`config.mk`:
```
export PLATFORM = sky130hd
export DESIGN_NAME = stepper_ramp_position_jog_controller_flat
export DESIGN_NICKNAME = d
export VERILOG_FILES = /design/src/sv/srpj_pkg.sv /design/src/sv/srpj_in_if.sv /design/src/sv/srpj_out_if.sv /design/src/sv/stepper_ramp_position_jog_controller.sv /design/src/sv/srpj_mul.sv /design/src/sv/srpj_isqrt.sv /design/src/flat_wrapper.sv
export VERILOG_INCLUDE_DIRS = /design/src /design/src/sv
export SDC_FILE = /design/constraint.sdc
export NUM_CORES = 2
export LEC_CHECK = 0
export BUFFER_PORTS_ARGS = -buffer_cell sky130_fd_sc_hd__buf_2
export CAP_MARGIN = 20
export CELL_PAD_IN_SITES_DETAIL_PLACEMENT = 0
export CELL_PAD_IN_SITES_GLOBAL_PLACEMENT = 1
export CORE_ASPECT_RATIO = 1.4
export CORE_MARGIN = 3
export CORE_UTILIZATION = 30
export CTS_BUF_LIST = sky130_fd_sc_hd__clkbuf_4 sky130_fd_sc_hd__clkbuf_8
export CTS_CLUSTER_DIAMETER = 100
export DETAILED_ROUTE_END_ITERATION = 10
export GPL_TIMING_DRIVEN = 0
export HOLD_SLACK_MARGIN = 0.15
export PLACE_DENSITY_LB_ADDON = 0.1
export SLEW_MARGIN = 0
export SYNTH_ARGS = -nofsm -noshare
export SYNTH_HDL_FRONTEND = slang
export SYNTH_HIERARCHICAL = 1
export SYNTH_SLANG_ARGS = --single-unit
export TNS_END_PERCENT = 10
```
`constraint.sdc`:
```
create_clock -name i_clk -period 11 [get_ports i_clk]
set_input_delay 2.2 -clock i_clk [delete_from_list [all_inputs] [get_ports i_clk]]
set_output_delay 2.2 -clock i_clk [all_outputs]
set_load 0.01 [all_outputs]
```
`src/sv/assert_macros.svh`:
```
// assertion macros shared by the stepper ramp controller rtl
// no dependencies; included by files that carry concurrent checks
`ifndef ASSERT_MACROS_SVH
`define ASSERT_MACROS_SVH

// consequent must hold in the same cycle as the antecedent
`define SRPJ_ASSERT_SAME(label, clk, rst_n, ante, cons, msg) \
    label: assert property (@(posedge clk) disable iff (!rst_n) (ante) |-> (cons)) \
        else $error(msg);

// consequent must hold in the cycle after the antecedent
`define SRPJ_ASSERT_NEXT(label, clk, rst_n, ante, cons, msg) \
    label: assert property (@(posedge clk) disable iff (!rst_n) (ante) |=> (cons)) \
        else $error(msg);

`endif

```
`src/sv/srpj_pkg.sv`:
```
// shared types and constants of the stepper ramp position/jog controller
// no dependencies; used by the interfaces, the arithmetic units and the top level
package srpj_pkg;

    localparam int STEP_UNITS_DEF    = 10;
    localparam int FRACTION_BITS_DEF = 16;

    localparam int MODE_W     = 3;
    localparam int VALUE_W    = 32;
    localparam int VEL_W      = 32;
    localparam int MAG_W      = 31;
    localparam int LIM_W      = 17;
    localparam int AGE_W      = 16;
    localparam int CFG_IDX_W  = 3;
    localparam int CFG_DATA_W = 31;
    localparam int CHUNK_W    = 16;
    localparam int ROOT_W     = 31;
    localparam int SQ_IN_W    = 2 * ROOT_W;

    localparam logic [LIM_W-1:0] LIM_ONE       = 17'h10000;
    localparam logic [AGE_W-1:0] REL_TICKS_RST = 16'd100;

    // item modes
    localparam logic [MODE_W-1:0] MODE_TICK     = 3'd0;
    localparam logic [MODE_W-1:0] MODE_GOTO     = 3'd1;
    localparam logic [MODE_W-1:0] MODE_JOG_FWD  = 3'd2;
    localparam logic [MODE_W-1:0] MODE_JOG_BACK = 3'd3;
    localparam logic [MODE_W-1:0] MODE_SET_POS  = 3'd4;
    localparam logic [MODE_W-1:0] MODE_STOP     = 3'd5;

    // register indexes
    localparam logic [CFG_IDX_W-1:0] CFG_MAX_VEL   = 3'd0;
    localparam logic [CFG_IDX_W-1:0] CFG_ACCEL     = 3'd1;
    localparam logic [CFG_IDX_W-1:0] CFG_LIM_FWD   = 3'd2;
    localparam logic [CFG_IDX_W-1:0] CFG_LIM_BACK  = 3'd3;
    localparam logic [CFG_IDX_W-1:0] CFG_REL_TICKS = 3'd4;
    localparam logic [CFG_IDX_W-1:0] CFG_ENABLED   = 3'd5;

    typedef enum logic [3:0] {
        ST_IDLE,
        ST_EXEC,
        ST_DIST,
        ST_RATE_GO,
        ST_MUL,
        ST_SQRT,
        ST_VEL,
        ST_CAP,
        ST_CLAMP,
        ST_POS,
        ST_STEP,
        ST_SNAP,
        ST_OUT
    } t_state;

    typedef struct packed {
        logic done;
        logic sat;
    } t_mul_stat;

endpackage

```
`src/sv/srpj_in_if.sv`:
```
// input channel of the stepper ramp controller: valid/ready plus one item
// depends on srpj_pkg for field widths
interface srpj_in_if;
    logic                              valid;
    logic                              ready;
    logic [srpj_pkg::MODE_W-1:0]       mode;
    logic signed [srpj_pkg::VALUE_W-1:0] value;
    logic                              allow_forward;
    logic                              allow_backward;

    modport source (output valid, mode, value, allow_forward, allow_backward, input ready);
    modport sink   (input valid, mode, value, allow_forward, allow_backward, output ready);
endinterface

```
`src/sv/srpj_out_if.sv`:
```
// result channel of the stepper ramp controller: valid/ready plus one status beat
// depends on srpj_pkg for field widths
interface srpj_out_if;
    logic                                valid;
    logic                                ready;
    logic                                step_active;
    logic                                direction_forward;
    logic                                moving;
    logic signed [srpj_pkg::VALUE_W-1:0] position_now;

    modport source (output valid, step_active, direction_forward, moving, position_now,
                    input ready);
    modport sink   (input valid, step_active, direction_forward, moving, position_now,
                    output ready);
endinterface

```
`src/sv/stepper_ramp_position_jog_controller.sv`:
```
// top level of the stepper ramp generator: sequencer, motion state, config registers
// depends on srpj_pkg, srpj_in_if, srpj_out_if, srpj_mul, srpj_isqrt, assert_macros.svh
//
//  channel   dir   handshake          payload
//  i_in      in    valid/ready        mode, value, allow_forward, allow_backward
//  o_out     out   valid/ready        step_active, direction_forward, moving, position_now
//  i_cfg_*   in    write enable only  register index, write data
//
// one item at a time; i_in.ready is high only while the sequencer is idle
// commands, pulse-ending ticks and disabled ticks go from execution straight to the output
// a position-mode tick whose product saturates skips the root unit
// position-mode ticks off target run the chunk multiplier and the 31-step root unit
// the result sits in an output register, so the next item is taken while it waits
// reset is synchronous and active low; it restores the control, motion and config registers
`include "assert_macros.svh"

module stepper_ramp_position_jog_controller #(
    parameter int STEP_UNITS    = srpj_pkg::STEP_UNITS_DEF,
    parameter int FRACTION_BITS = srpj_pkg::FRACTION_BITS_DEF
) (
    input  logic                              i_clk,
    input  logic                              i_rst_n,
    input  logic                              i_cfg_we,
    input  logic [srpj_pkg::CFG_IDX_W-1:0]    i_cfg_idx,
    input  logic [srpj_pkg::CFG_DATA_W-1:0]   i_cfg_data,
    srpj_in_if.sink                           i_in,
    srpj_out_if.source                        o_out
);
    localparam int POS_W  = 32 + FRACTION_BITS;
    localparam int DW     = POS_W + 1;
    localparam int DIST_W = POS_W;
    localparam int VW     = srpj_pkg::VEL_W + 2;
    localparam int MW     = srpj_pkg::MAG_W;

    localparam logic signed [DW-1:0] HALF_FIX = DW'(STEP_UNITS / 2) <<< FRACTION_BITS;
    localparam logic signed [DW-1:0] FULL_FIX = DW'(STEP_UNITS) <<< FRACTION_BITS;
    localparam logic signed [DW-1:0] NEG_HALF = -HALF_FIX;
    localparam logic signed [DW-1:0] NEG_FULL = -FULL_FIX;

    // configuration
    logic [MW-1:0]                   r_max_vel;
    logic [MW-1:0]                   r_accel;
    logic [srpj_pkg::LIM_W-1:0]      r_lim_fwd;
    logic [srpj_pkg::LIM_W-1:0]      r_lim_back;
    logic [srpj_pkg::AGE_W-1:0]      r_rel_ticks;
    logic                            r_enabled;

    // motion state
    srpj_pkg::t_state                r_state, n_state;
    logic signed [POS_W-1:0]         r_cmd, n_cmd;
    logic signed [31:0]              r_motor, n_motor;
    logic signed [31:0]              r_target, n_target;
    logic signed [srpj_pkg::VEL_W-1:0] r_vel, n_vel;
    logic                            r_in_pos, n_in_pos;
    logic                            r_jog_fwd, n_jog_fwd;
    logic                            r_jog_back, n_jog_back;
    logic [srpj_pkg::AGE_W-1:0]      r_jog_age, n_jog_age;
    logic                            r_pulse, n_pulse;
    logic                            r_last_dir, n_last_dir;

    // latched item and work registers
    logic [srpj_pkg::MODE_W-1:0]     r_mode;
    logic signed [31:0]              r_value;
    logic                            r_allow_fwd;
    logic                            r_allow_back;
    logic [DIST_W-1:0]               r_dist, n_dist;
    logic                            r_gt, n_gt;
    logic                            r_lt, n_lt;
    logic [MW-1:0]                   r_vd, n_vd;
    logic signed [VW-1:0]            r_vnew, n_vnew;
    logic [MW-1:0]                   r_cap, n_cap;
    logic                            r_step, n_step;
    logic                            r_snap_fwd, n_snap_fwd;

    // result register
    logic                            r_out_valid, n_out_valid;
    logic                            r_o_step;
    logic                            r_o_dir;
    logic                            r_o_moving;
    logic signed [31:0]              r_o_pos;

    // sequencer outputs
    logic                            s_in_ready;
    logic                            s_accept;
    logic                            s_mul_start;
    logic                            s_sqrt_start;
    logic                            s_out_load;

    // arithmetic
    srpj_pkg::t_mul_stat             s_mul_stat;
    logic [srpj_pkg::SQ_IN_W-1:0]    s_mul_prod;
    logic                            s_sqrt_done;
    logic [srpj_pkg::ROOT_W-1:0]     s_root;
    logic signed [DW-1:0]            s_cmd_ext;
    logic signed [DW-1:0]            s_tgt_diff;
    logic signed [DW-1:0]            s_mot_diff;
    logic signed [VW-1:0]            s_v;
    logic signed [VW-1:0]            s_a;
    logic signed [VW-1:0]            s_vd;
    logic signed [VW-1:0]            s_vm;
    logic signed [VW-1:0]            s_cap;
    logic signed [VW-1:0]            s_up;
    logic signed [VW-1:0]            s_dn;
    logic [srpj_pkg::LIM_W-1:0]      s_lim_sel;
    logic [srpj_pkg::LIM_W-1:0]      s_lim;
    logic [47:0]                     s_cap_prod;

    assign s_cmd_ext  = {r_cmd[POS_W-1], r_cmd};
    assign s_tgt_diff = {r_target[31], r_target, {FRACTION_BITS{1'b0}}} - s_cmd_ext;
    assign s_mot_diff = s_cmd_ext - {r_motor[31], r_motor, {FRACTION_BITS{1'b0}}};

    assign s_v  = {{2{r_vel[srpj_pkg::VEL_W-1]}}, r_vel};
    assign s_a  = {3'b000, r_accel};
    assign s_vd = {3'b000, r_vd};
    assign s_vm = {3'b000, r_max_vel};
    assign s_cap = {3'b000, r_cap};
    assign s_up = s_v + s_a;
    assign s_dn = s_v - s_a;

    // soft limit for the direction of the ramped velocity, values above one act as one
    assign s_lim_sel  = (r_vnew > 0) ? r_lim_fwd : r_lim_back;
    assign s_lim      = (s_lim_sel > srpj_pkg::LIM_ONE) ? srpj_pkg::LIM_ONE : s_lim_sel;
    assign s_cap_prod = {31'b0, s_lim} * {17'b0, r_max_vel};

    srpj_mul #(
        .A_W (DIST_W)
    ) u_mul (
        .i_clk   (i_clk),
        .i_rst_n (i_rst_n),
        .i_start (s_mul_start),
        .i_a     (r_dist),
        .i_b     (r_accel),
        .o_stat  (s_mul_stat),
        .o_prod  (s_mul_prod)
    );

    srpj_isqrt u_isqrt (
        .i_clk   (i_clk),
        .i_rst_n (i_rst_n),
        .i_start (s_sqrt_start),
        .i_n     (s_mul_prod),
        .o_done  (s_sqrt_done),
        .o_root  (s_root)
    );

    // sequencer outputs
    always_comb begin
        s_in_ready   = (r_state == srpj_pkg::ST_IDLE);
        s_mul_start  = (r_state == srpj_pkg::ST_RATE_GO) && r_in_pos && (r_gt || r_lt);
        s_sqrt_start = (r_state == srpj_pkg::ST_MUL) && s_mul_stat.done && !s_mul_stat.sat;
        s_out_load   = (r_state == srpj_pkg::ST_OUT) && (!r_out_valid || o_out.ready);
    end

    assign s_accept = i_in.valid && s_in_ready;

    // next state
    always_comb begin
        n_state = r_state;
        unique case (r_state)
            srpj_pkg::ST_IDLE: begin
                if (s_accept) begin
                    n_state = srpj_pkg::ST_EXEC;
                end
            end
            srpj_pkg::ST_EXEC: begin
                if (r_mode == srpj_pkg::MODE_TICK && !r_pulse && r_enabled) begin
                    n_state = srpj_pkg::ST_DIST;
                end else begin
                    n_state = srpj_pkg::ST_OUT;
                end
            end
            srpj_pkg::ST_DIST:    n_state = srpj_pkg::ST_RATE_GO;
            srpj_pkg::ST_RATE_GO: n_state = s_mul_start ? srpj_pkg::ST_MUL : srpj_pkg::ST_VEL;
            srpj_pkg::ST_MUL: begin
                if (s_mul_stat.done) begin
                    n_state = s_mul_stat.sat ? srpj_pkg::ST_VEL : srpj_pkg::ST_SQRT;
                end
            end
            srpj_pkg::ST_SQRT: begin
                if (s_sqrt_done) begin
                    n_state = srpj_pkg::ST_VEL;
                end
            end
            srpj_pkg::ST_VEL:   n_state = srpj_pkg::ST_CAP;
            srpj_pkg::ST_CAP:   n_state = srpj_pkg::ST_CLAMP;
            srpj_pkg::ST_CLAMP: n_state = srpj_pkg::ST_POS;
            srpj_pkg::ST_POS:   n_state = srpj_pkg::ST_STEP;
            srpj_pkg::ST_STEP: begin
                if ((s_mot_diff > HALF_FIX && r_allow_fwd) ||
                    (s_mot_diff < NEG_HALF && r_allow_back)) begin
                    n_state = srpj_pkg::ST_SNAP;
                end else begin
                    n_state = srpj_pkg::ST_OUT;
                end
            end
            srpj_pkg::ST_SNAP: n_state = srpj_pkg::ST_OUT;
            srpj_pkg::ST_OUT: begin
                if (s_out_load) begin
                    n_state = srpj_pkg::ST_IDLE;
                end
            end
            default: n_state = srpj_pkg::ST_IDLE;
        endcase
    end

    // datapath
    always_comb begin
        n_cmd       = r_cmd;
        n_motor     = r_motor;
        n_target    = r_target;
        n_vel       = r_vel;
        n_in_pos    = r_in_pos;
        n_jog_fwd   = r_jog_fwd;
        n_jog_back  = r_jog_back;
        n_jog_age   = r_jog_age;
        n_pulse     = r_pulse;
        n_last_dir  = r_last_dir;
        n_dist      = r_dist;
        n_gt        = r_gt;
        n_lt        = r_lt;
        n_vd        = r_vd;
        n_vnew      = r_vnew;
        n_cap       = r_cap;
        n_step      = r_step;
        n_snap_fwd  = r_snap_fwd;
        n_out_valid = r_out_valid && !o_out.ready;
        if (s_out_load) begin
            n_out_valid = 1'b1;
        end

        unique case (r_state)
            srpj_pkg::ST_EXEC: begin
                n_step = r_pulse;
                unique case (r_mode)
                    srpj_pkg::MODE_TICK: begin
                        if (r_jog_age != '1) begin
                            n_jog_age = r_jog_age + 1'b1;
                        end
                        n_step  = 1'b0;
                        n_pulse = 1'b0;
                    end
                    srpj_pkg::MODE_GOTO: begin
                        n_target = r_value;
                        n_in_pos = 1'b1;
                    end
                    srpj_pkg::MODE_JOG_FWD: begin
                        n_in_pos   = 1'b0;
                        n_jog_fwd  = 1'b1;
                        n_jog_back = 1'b0;
                        n_jog_age  = '0;
                    end
                    srpj_pkg::MODE_JOG_BACK: begin
                        n_in_pos   = 1'b0;
                        n_jog_back = 1'b1;
                        n_jog_fwd  = 1'b0;
                        n_jog_age  = '0;
                    end
                    srpj_pkg::MODE_SET_POS: begin
                        n_cmd    = {r_value, {FRACTION_BITS{1'b0}}};
                        n_target = r_value;
                        n_motor  = r_value;
                        n_vel    = '0;
                    end
                    srpj_pkg::MODE_STOP: begin
                        n_jog_fwd  = 1'b0;
                        n_jog_back = 1'b0;
                        n_target   = r_motor;
                    end
                    default: ;
                endcase
            end
            srpj_pkg::ST_DIST: begin
                n_gt   = !s_tgt_diff[DW-1] && (s_tgt_diff != '0);
                n_lt   = s_tgt_diff[DW-1];
                n_dist = s_tgt_diff[DW-1] ? DIST_W'(-s_tgt_diff) : DIST_W'(s_tgt_diff);
            end
            srpj_pkg::ST_MUL: begin
                // a product of 2^62 or more limits to the velocity ceiling
                if (s_mul_stat.done && s_mul_stat.sat) begin
                    n_vd = r_max_vel;
                end
            end
            srpj_pkg::ST_SQRT: begin
                if (s_sqrt_done) begin
                    n_vd = (s_root < r_max_vel) ? s_root : r_max_vel;
                end
            end
            srpj_pkg::ST_VEL: begin
                n_vnew = s_v;
                if (r_in_pos) begin
                    if (r_gt) begin
                        n_vnew = (s_up < s_vd) ? s_up : s_vd;
                    end else if (r_lt) begin
                        n_vnew = (s_dn > -s_vd) ? s_dn : -s_vd;
                    end
                end else if (r_jog_fwd || r_jog_back) begin
                    if (r_jog_fwd) begin
                        n_vnew = (s_up < s_vm) ? s_up : s_vm;
                    end else begin
                        n_vnew = (s_dn > -s_vm) ? s_dn : -s_vm;
                    end
                    // jog releases itself once it has aged out
                    if (r_jog_age >= r_rel_ticks) begin
                        n_jog_fwd  = 1'b0;
                        n_jog_back = 1'b0;
                        n_target   = r_motor;
                    end
                end else if (s_v > 0) begin
                    n_vnew = (s_dn > 0) ? s_dn : '0;
                end else if (s_v < 0) begin
                    n_vnew = (s_up < 0) ? s_up : '0;
                end
            end
            srpj_pkg::ST_CAP: begin
                n_cap = s_cap_prod[MW+15:16];
            end
            srpj_pkg::ST_CLAMP: begin
                n_vel = r_vnew[srpj_pkg::VEL_W-1:0];
                if (r_vnew > 0) begin
                    if (r_vnew > s_cap) begin
                        n_vel = s_cap[srpj_pkg::VEL_W-1:0];
                    end
                    if (!r_allow_fwd) begin
                        n_vel = '0;
                    end
                end else if (r_vnew < 0) begin
                    if (r_vnew < -s_cap) begin
                        n_vel = -s_cap[srpj_pkg::VEL_W-1:0];
                    end
                    if (!r_allow_back) begin
                        n_vel = '0;
                    end
                end
            end
            srpj_pkg::ST_POS: begin
                n_cmd = r_cmd + {{FRACTION_BITS{r_vel[srpj_pkg::VEL_W-1]}}, r_vel};
            end
            srpj_pkg::ST_STEP: begin
                n_step = 1'b0;
                if (s_mot_diff > HALF_FIX && r_allow_fwd) begin
                    n_pulse    = 1'b1;
                    n_last_dir = 1'b1;
                    n_motor    = r_motor + 32'(STEP_UNITS);
                    n_step     = 1'b1;
                    n_snap_fwd = 1'b1;
                end else if (s_mot_diff < NEG_HALF && r_allow_back) begin
                    n_pulse    = 1'b1;
                    n_last_dir = 1'b0;
                    n_motor    = r_motor - 32'(STEP_UNITS);
                    n_step     = 1'b1;
                    n_snap_fwd = 1'b0;
                end
            end
            srpj_pkg::ST_SNAP: begin
                // still more than a full step ahead of the motor: pull back onto it
                if (r_snap_fwd ? (s_mot_diff > FULL_FIX) : (s_mot_diff < NEG_FULL)) begin
                    n_cmd = {r_motor, {FRACTION_BITS{1'b0}}};
                end
            end
            default: ;
        endcase
    end

    always_ff @(posedge i_clk) begin
        if (!i_rst_n) begin
            r_state     <= srpj_pkg::ST_IDLE;
            r_cmd       <= '0;
            r_motor     <= '0;
            r_target    <= '0;
            r_vel       <= '0;
            r_in_pos    <= 1'b0;
            r_jog_fwd   <= 1'b0;
            r_jog_back  <= 1'b0;
            r_jog_age   <= '0;
            r_pulse     <= 1'b0;
            r_last_dir  <= 1'b0;
            r_out_valid <= 1'b0;
        end else begin
            r_state     <= n_state;
            r_cmd       <= n_cmd;
            r_motor     <= n_motor;
            r_target    <= n_target;
            r_vel       <= n_vel;
            r_in_pos    <= n_in_pos;
            r_jog_fwd   <= n_jog_fwd;
            r_jog_back  <= n_jog_back;
            r_jog_age   <= n_jog_age;
            r_pulse     <= n_pulse;
            r_last_dir  <= n_last_dir;
            r_out_valid <= n_out_valid;
        end
    end

    always_ff @(posedge i_clk) begin
        if (s_accept) begin
            r_mode       <= i_in.mode;
            r_value      <= i_in.value;
            r_allow_fwd  <= i_in.allow_forward;
            r_allow_back <= i_in.allow_backward;
        end
        r_dist     <= n_dist;
        r_gt       <= n_gt;
        r_lt       <= n_lt;
        r_vd       <= n_vd;
        r_vnew     <= n_vnew;
        r_cap      <= n_cap;
        r_step     <= n_step;
        r_snap_fwd <= n_snap_fwd;
        if (s_out_load) begin
            r_o_step   <= r_step;
            r_o_dir    <= r_last_dir;
            r_o_moving <= (r_vel != '0);
            r_o_pos    <= r_cmd[POS_W-1:FRACTION_BITS];
        end
    end

    always_ff @(posedge i_clk) begin
        if (!i_rst_n) begin
            r_max_vel   <= '0;
            r_accel     <= '0;
            r_lim_fwd   <= srpj_pkg::LIM_ONE;
            r_lim_back  <= srpj_pkg::LIM_ONE;
            r_rel_ticks <= srpj_pkg::REL_TICKS_RST;
            r_enabled   <= 1'b0;
        end else if (i_cfg_we) begin
            unique case (i_cfg_idx)
                srpj_pkg::CFG_MAX_VEL:   r_max_vel   <= i_cfg_data[MW-1:0];
                srpj_pkg::CFG_ACCEL:     r_accel     <= i_cfg_data[MW-1:0];
                srpj_pkg::CFG_LIM_FWD:   r_lim_fwd   <= i_cfg_data[srpj_pkg::LIM_W-1:0];
                srpj_pkg::CFG_LIM_BACK:  r_lim_back  <= i_cfg_data[srpj_pkg::LIM_W-1:0];
                srpj_pkg::CFG_REL_TICKS: r_rel_ticks <= i_cfg_data[srpj_pkg::AGE_W-1:0];
                srpj_pkg::CFG_ENABLED:   r_enabled   <= i_cfg_data[0];
                default: ;
            endcase
        end
    end

    assign i_in.ready              = s_in_ready;
    assign o_out.valid             = r_out_valid;
    assign o_out.step_active       = r_o_step;
    assign o_out.direction_forward = r_o_dir;
    assign o_out.moving            = r_o_moving;
    assign o_out.position_now      = r_o_pos;

    `SRPJ_ASSERT_NEXT(a_accept_exec, i_clk, i_rst_n, i_in.valid && i_in.ready, r_state == srpj_pkg::ST_EXEC, "accepted beat did not enter execution")
    `SRPJ_ASSERT_SAME(a_mul_done_state, i_clk, i_rst_n, s_mul_stat.done, r_state == srpj_pkg::ST_MUL, "multiplier finished outside its wait state")
    `SRPJ_ASSERT_SAME(a_sqrt_done_state, i_clk, i_rst_n, s_sqrt_done, r_state == srpj_pkg::ST_SQRT, "root unit finished outside its wait state")
    `SRPJ_ASSERT_NEXT(a_out_wait, i_clk, i_rst_n, r_state == srpj_pkg::ST_OUT && r_out_valid && !o_out.ready, r_state == srpj_pkg::ST_OUT && r_out_valid, "result overwrote an untaken beat")
    `SRPJ_ASSERT_SAME(a_snap_pulse, i_clk, i_rst_n, r_state == srpj_pkg::ST_SNAP, r_pulse && r_step, "step check without a pending pulse")

endmodule

```
`src/sv/srpj_mul.sv`:
```
// chunk-serial multiplier: distance times acceleration, 16 bits of distance per cycle
// flags products of 2^62 and above; depends on srpj_pkg
module srpj_mul #(
    parameter int A_W = 48
) (
    input  logic                          i_clk,
    input  logic                          i_rst_n,
    input  logic                          i_start,
    input  logic [A_W-1:0]                i_a,
    input  logic [srpj_pkg::MAG_W-1:0]    i_b,
    output srpj_pkg::t_mul_stat           o_stat,
    output logic [srpj_pkg::SQ_IN_W-1:0]  o_prod
);
    localparam int CW    = srpj_pkg::CHUNK_W;
    localparam int NCH   = (A_W + CW - 1) / CW;
    localparam int LO_W  = NCH * CW;
    localparam int PP_W  = CW + srpj_pkg::MAG_W;
    localparam int SUM_W = PP_W + 1;
    localparam int HI_W  = SUM_W - CW;
    localparam int P_W   = LO_W + HI_W;
    localparam int CNT_W = $clog2(NCH + 1);

    logic [LO_W-1:0]             r_a;
    logic [srpj_pkg::MAG_W-1:0]  r_b;
    logic [HI_W-1:0]             r_hi;
    logic [LO_W-1:0]             r_lo;
    logic [CNT_W-1:0]            r_cnt;
    logic                        r_busy;
    logic                        r_done;

    logic [PP_W-1:0]  s_pp;
    logic [SUM_W-1:0] s_sum;
    logic [P_W-1:0]   s_prod;

    assign s_pp   = PP_W'(r_a[CW-1:0]) * PP_W'(r_b);
    assign s_sum  = SUM_W'(r_hi) + SUM_W'(s_pp);
    assign s_prod = {r_hi, r_lo};

    assign o_stat.done = r_done;
    assign o_stat.sat  = |s_prod[P_W-1:srpj_pkg::SQ_IN_W];
    assign o_prod      = s_prod[srpj_pkg::SQ_IN_W-1:0];

    always_ff @(posedge i_clk) begin
        if (!i_rst_n) begin
            r_busy <= 1'b0;
            r_done <= 1'b0;
            r_cnt  <= '0;
        end else begin
            r_done <= 1'b0;
            if (i_start) begin
                r_busy <= 1'b1;
                r_cnt  <= CNT_W'(NCH);
            end else if (r_busy) begin
                r_cnt <= r_cnt - 1'b1;
                if (r_cnt == CNT_W'(1)) begin
                    r_busy <= 1'b0;
                    r_done <= 1'b1;
                end
            end
        end
    end

    // low chunk first: finished bits shift into r_lo, carry part stays in r_hi
    always_ff @(posedge i_clk) begin
        if (i_start) begin
            r_a  <= LO_W'(i_a);
            r_b  <= i_b;
            r_hi <= '0;
        end else if (r_busy) begin
            r_a  <= r_a >> CW;
            r_lo <= {s_sum[CW-1:0], r_lo[LO_W-1:CW]};
            r_hi <= s_sum[SUM_W-1:CW];
        end
    end

endmodule

```
`src/sv/srpj_isqrt.sv`:
```
// digit-by-digit floor square root, two radicand bits per cycle
// depends on srpj_pkg for the radicand and root widths
module srpj_isqrt (
    input  logic                          i_clk,
    input  logic                          i_rst_n,
    input  logic                          i_start,
    input  logic [srpj_pkg::SQ_IN_W-1:0]  i_n,
    output logic                          o_done,
    output logic [srpj_pkg::ROOT_W-1:0]   o_root
);
    localparam int RW    = srpj_pkg::ROOT_W;
    localparam int NW    = srpj_pkg::SQ_IN_W;
    localparam int REM_W = RW + 1;
    localparam int TRY_W = REM_W + 2;
    localparam int CNT_W = $clog2(RW + 1);

    logic [NW-1:0]    r_n;
    logic [REM_W-1:0] r_rem;
    logic [RW-1:0]    r_root;
    logic [CNT_W-1:0] r_cnt;
    logic             r_busy;
    logic             r_done;

    logic [TRY_W-1:0] s_rem2;
    logic [TRY_W-1:0] s_trial;
    logic [TRY_W-1:0] s_sub;
    logic             s_ge;

    assign s_rem2  = {r_rem, r_n[NW-1 -: 2]};
    assign s_trial = {1'b0, r_root, 2'b01};
    assign s_sub   = s_rem2 - s_trial;
    assign s_ge    = s_rem2 >= s_trial;

    assign o_done = r_done;
    assign o_root = r_root;

    always_ff @(posedge i_clk) begin
        if (!i_rst_n) begin
            r_busy <= 1'b0;
            r_done <= 1'b0;
            r_cnt  <= '0;
        end else begin
            r_done <= 1'b0;
            if (i_start) begin
                r_busy <= 1'b1;
                r_cnt  <= CNT_W'(RW);
            end else if (r_busy) begin
                r_cnt <= r_cnt - 1'b1;
                if (r_cnt == CNT_W'(1)) begin
                    r_busy <= 1'b0;
                    r_done <= 1'b1;
                end
            end
        end
    end

    always_ff @(posedge i_clk) begin
        if (i_start) begin
            r_n    <= i_n;
            r_rem  <= '0;
            r_root <= '0;
        end else if (r_busy) begin
            r_n <= r_n << 2;
            if (s_ge) begin
                r_rem  <= s_sub[REM_W-1:0];
                r_root <= {r_root[RW-2:0], 1'b1};
            end else begin
                r_rem  <= s_rem2[REM_W-1:0];
                r_root <= {r_root[RW-2:0], 1'b0};
            end
        end
    end

endmodule
```
`src/flat_wrapper.sv`:
```
// flat-port wrapper written by rule: the top's interface ports become plain ports
module stepper_ramp_position_jog_controller_flat 
#(
    parameter int STEP_UNITS    = srpj_pkg::STEP_UNITS_DEF,
    parameter int FRACTION_BITS = srpj_pkg::FRACTION_BITS_DEF
)
  (i_clk, i_rst_n, i_cfg_we, i_cfg_idx, i_cfg_data, i_in_valid, i_in_mode, i_in_value, i_in_allow_forward, i_in_allow_backward, i_in_ready, o_out_valid, o_out_step_active, o_out_direction_forward, o_out_moving, o_out_position_now, o_out_ready);
  srpj_in_if i_in_i ();
  srpj_out_if o_out_i ();
  input  logic i_clk;
  input  logic i_rst_n;
  input  logic i_cfg_we;
  input  logic [srpj_pkg::CFG_IDX_W-1:0] i_cfg_idx;
  input  logic [srpj_pkg::CFG_DATA_W-1:0] i_cfg_data;
  input wire logic [$bits(i_in_i.valid)-1:0] i_in_valid;
  input wire logic [$bits(i_in_i.mode)-1:0] i_in_mode;
  input wire logic [$bits(i_in_i.value)-1:0] i_in_value;
  input wire logic [$bits(i_in_i.allow_forward)-1:0] i_in_allow_forward;
  input wire logic [$bits(i_in_i.allow_backward)-1:0] i_in_allow_backward;
  output wire logic [$bits(i_in_i.ready)-1:0] i_in_ready;
  output wire logic [$bits(o_out_i.valid)-1:0] o_out_valid;
  output wire logic [$bits(o_out_i.step_active)-1:0] o_out_step_active;
  output wire logic [$bits(o_out_i.direction_forward)-1:0] o_out_direction_forward;
  output wire logic [$bits(o_out_i.moving)-1:0] o_out_moving;
  output wire logic [$bits(o_out_i.position_now)-1:0] o_out_position_now;
  input wire logic [$bits(o_out_i.ready)-1:0] o_out_ready;
  assign i_in_i.valid = i_in_valid;
  assign i_in_i.mode = i_in_mode;
  assign i_in_i.value = i_in_value;
  assign i_in_i.allow_forward = i_in_allow_forward;
  assign i_in_i.allow_backward = i_in_allow_backward;
  assign i_in_ready = i_in_i.ready;
  assign o_out_valid = o_out_i.valid;
  assign o_out_step_active = o_out_i.step_active;
  assign o_out_direction_forward = o_out_i.direction_forward;
  assign o_out_moving = o_out_i.moving;
  assign o_out_position_now = o_out_i.position_now;
  assign o_out_i.ready = o_out_ready;
  stepper_ramp_position_jog_controller #(.STEP_UNITS(STEP_UNITS), .FRACTION_BITS(FRACTION_BITS)) u_core (.i_clk(i_clk), .i_rst_n(i_rst_n), .i_cfg_we(i_cfg_we), .i_cfg_idx(i_cfg_idx), .i_cfg_data(i_cfg_data), .i_in(i_in_i), .o_out(o_out_i));
endmodule
```
==> flow_metrics.py <==
metrics = {
    "run_status": {
        "status": "finished clean",
    },
    "placed_design": {
        "dp_cells": 14260,
        "place.gp.congestion": 0.9636,
        "dp_hpwl_um": 329400,
        "dpl_cell_area_mm2": 0.09488,
        "io_buffers": 112,
    },
    "floorplanning": {
        "core_mm2": 0.2932,
        "die_w_um": 465.2,
        "row_count": 235,
        "die-area_mm2": 0.3019,
        "start_util": 0.3021,
        "die_h_um": 648.9,
        "io_pins": 113,
    },
    "synthesis": {
        "yosys.area_share.simple": 0.1626,
        "synth_top_family_by_area": "adder cells",
        "synth_fa_ha_area_frac": 0.2998,
        "ys_warn_count": 6,
        "post-synth-top-count-cell": "inv_1",
        "async_flop_share": 0,
        "syn_avg_cell_area_um2": 8.700,
        "syn-num-nets": 11850,
        "yosys.area.top_type": "fa_1",
        "synthCells": 10180,
        "synth_compound_area_frac": 0.1499,
        "synth-seq-area-share": 0.2266,
        "synthTopCellsByCount": "1440 x inv_1, 1253 x nand2_1, 873 x fa_1",
        "ys_types": 114,
        "ys.flop_type": "edfxtp_1",
        "syn_area_mm2": 0.08857,
        "synth_edf_count": 409,
        "ys_seq_elements": 798,
        "synth_xor_area_frac": 0.04064,
        "ys_top_cells_by_area": "fa_1 20%, edfxtp_1 14%, ha_1 10%, dfxtp_1 8.8%, inv_1 6.1%",
        "synth_top_area_share": 0.1973,
        "muxShareOfSynthArea": 0.03525,
    },
    "finish": {
        "final_nets": 12180,
        "fin_area_mm2": 0.09835,
        "utilization": 0.3355,
        "fill_cells": 31090,
        "post_route_cells_drive_above_1_share": 0.07180,
        "fin_cells": 14540,
        "area_growth_pct": 11.05,
    },
    "power": {
        "total_leakage_power_nw": 42.60,
        "power.total_w": 0.01921,
        "irDropWorstVdd_mv": 0.2489,
        "powerDensity_mw_per_mm2": 195.3,
    },
    "grt": {
        "grt_max_degree": 63,
        "grtUsageTotal": 0.2524,
        "grt_pass1_vias": 79330,
        "grt_pass1_wl_um": 558700,
        "antenna_found_initial": 22,
        "grt_remaining_overflow": 0,
    },
    "clocking": {
        "root_buffer": "clkbuf_8",
        "path_clk_slew_ns": 0.06,
        "cts_tree": "yes",
        "htree_levels": 4,
        "cts_made_buffers": 152,
        "cts_buffer_depth": 4,
        "hold_buffers": 0,
        "clk_latency_ns": 0.99,
        "cts_sinks": 798,
    },
    "sta": {
        "rsz0062_at_grt": "no",
        "finalHoldViolCount": 0,
        "max_slew_margin": 0.1823,
        "clock.fmax_mhz": 94.02,
        "whs_ns": 0.4426,
        "fin_crit_ns": 10.64,
        "fin_crit_sh": 0.9670,
        "setup_viol_count_final": 0,
        "final_max_slew_viol_count": 0,
        "fin_skew_ns": 0.1315,
        "worst_pin_slew_ns": 1.192,
    },
    "setup_path": {
        "cp_slowest_cell": "edfxtp_1",
        "cp_max_fo": 10,
        "crit_required_ns": 11.64,
        "critical_path_class": "reg -> reg",
        "reg2reg_slack_ns": 0.36,
        "r2r_cells": 34,
        "crit_arrival_ns": 11.28,
        "critPathCaptureType": "flop",
        "startpoint_type": "flop",
        "crit_path_frequent_cell": "fa_1",
        "worstReg2RegEnd": "u_core/r_cap[30]$_DFFE_PP_",
        "r2r-start": "u_core/r_vnew[30]$_DFFE_PP_",
        "slowest_delay_ns": 0.59,
    },
    "detailed_routing": {
        "drc": 0,
        "ant_nets": 0,
        "vias": 75810,
        "wl_per_cell_um": 26.74,
        "dr.first_iter.drc_count": 5115,
        "dr.pass1.iters": 6,
        "finalWirelength_um": 388700,
        "vias_per_cell": 5.215,
    },
    "min_path": {
        "hold_end": "u_core/u_mul/r_lo[6]$_DFFE_PP_",
        "hp-start": "u_core/u_mul/r_lo[22]$_DFFE_PP_",
        "hp-class": "reg -> reg",
        "hold_path_depth": 0,
    },
    "run": {
        "maxCapViolations": 0,
    },
}
## registers in the layout (all words and copies together), names as in the netlist, 34 cells and up
signal,flops
u_core/u_mul/r_lo,48
u_core/r_vnew,34
u_core/r_cmd,48
u_core/r_dist,48
u_core/u_mul/r_a,48
u_core/u_isqrt/r_n,62
## worst max-delay path by stage
stage                                             to                         from  cells after the start  slack, ns
after floorplan           u_core/r_cap[30]$_DFFE_PP_  u_core/r_vnew[33]$_DFFE_PP_                     33       1.90
after CTS                 u_core/r_cap[30]$_DFFE_PP_  u_core/r_vnew[33]$_DFFE_PP_                     33       0.02
after global placement    u_core/r_cap[30]$_DFFE_PP_  u_core/r_vnew[33]$_DFFE_PP_                     32      -3.56
after global routing      u_core/r_cap[30]$_DFFE_PP_  u_core/r_vnew[33]$_DFFE_PP_                     35     0.0002
after detailed placement  u_core/r_cap[30]$_DFFE_PP_  u_core/r_vnew[33]$_DFFE_PP_                     35      -0.72
final                     u_core/r_cap[30]$_DFFE_PP_  u_core/r_vnew[30]$_DFFE_PP_                     34       0.36
## layout by cell type (no fill, tap or decap), types with 310 or more instances in the layout
cell type,n
nor2_1,620
dfxtp_1,389
fa_1,873
ha_1,725
a21oi_1,594
edfxtp_1,409
nand2_1,1253
o21ai_0,322
clkbuf_1,445
inv_1,1439
xnor2_1,310
## where the power goes
group          switching, W  internal, W
Combinational       0.00764      0.00418
Clock               0.00145      0.00192
Sequential         0.000403      0.00362
Total               0.00949      0.00972
## logic make-up after synthesis
group           after synthesis
buf+inv                    1986
simple gates               3099
fa+ha+maj                  1598
flops                       798
compound gates             1993
mux                         295
xor+xnor                    411
## critical path: cells and delay by family, from the launching register on
kind	cells	cell delay, ns
muxes	1	0.59
adders and majority gates	7	3.41
DFF	1	0.59
and+or+nand+nor	7	1.75
buffers and inverters	9	1.94
AOI/OAI and AO/OA	9	1.87
xor gates and xnor gates	1	0.12
## timing repair
| item | CTS | global route |
|---|---|---|
| endpoints found under the setup margin | 23 | 7 |
| gates resized for setup | 9 | 54 |
| setup buffers | 0 | 1 |
| endpoints found under the hold margin | 0 | 0 |
## through the flow
step	setup TNS [ns]	setup slack, ns
after floorplan	0	1.896
after global placement	-254.30	-3.563
after detailed placement	-7.005	-0.7247
after CTS	0	0.01855
after global routing	0	0.0002220
final	0	0.3634
## final cells by class
cell class              count  area (µm²)  area share
multi-input cells        7396       61120      0.6215
flip-flops and latches    798       20070      0.2041
inverters                1461        5488     0.05580
well taps                3910        4892     0.04974
clock buffers             208        2613     0.02656
plain buffers             523        2093     0.02128
repair buffers            173        1320     0.01342
clock inverters            54       718.2    0.007302
diodes                     14       35.03   0.0003562
## metal layers
metal,GRT usage,wire [µm],part of all wire,vias up
li1,-,-,-,35080
met1,0.2843,149600,0.38,38070
met2,0.4618,198600,0.51,1965
met3,0.02440,13930,0.036,675
met4,0.1429,26560,0.068,14
met5,0,95,0.00024,-
(Power assumes the default switching activity.)
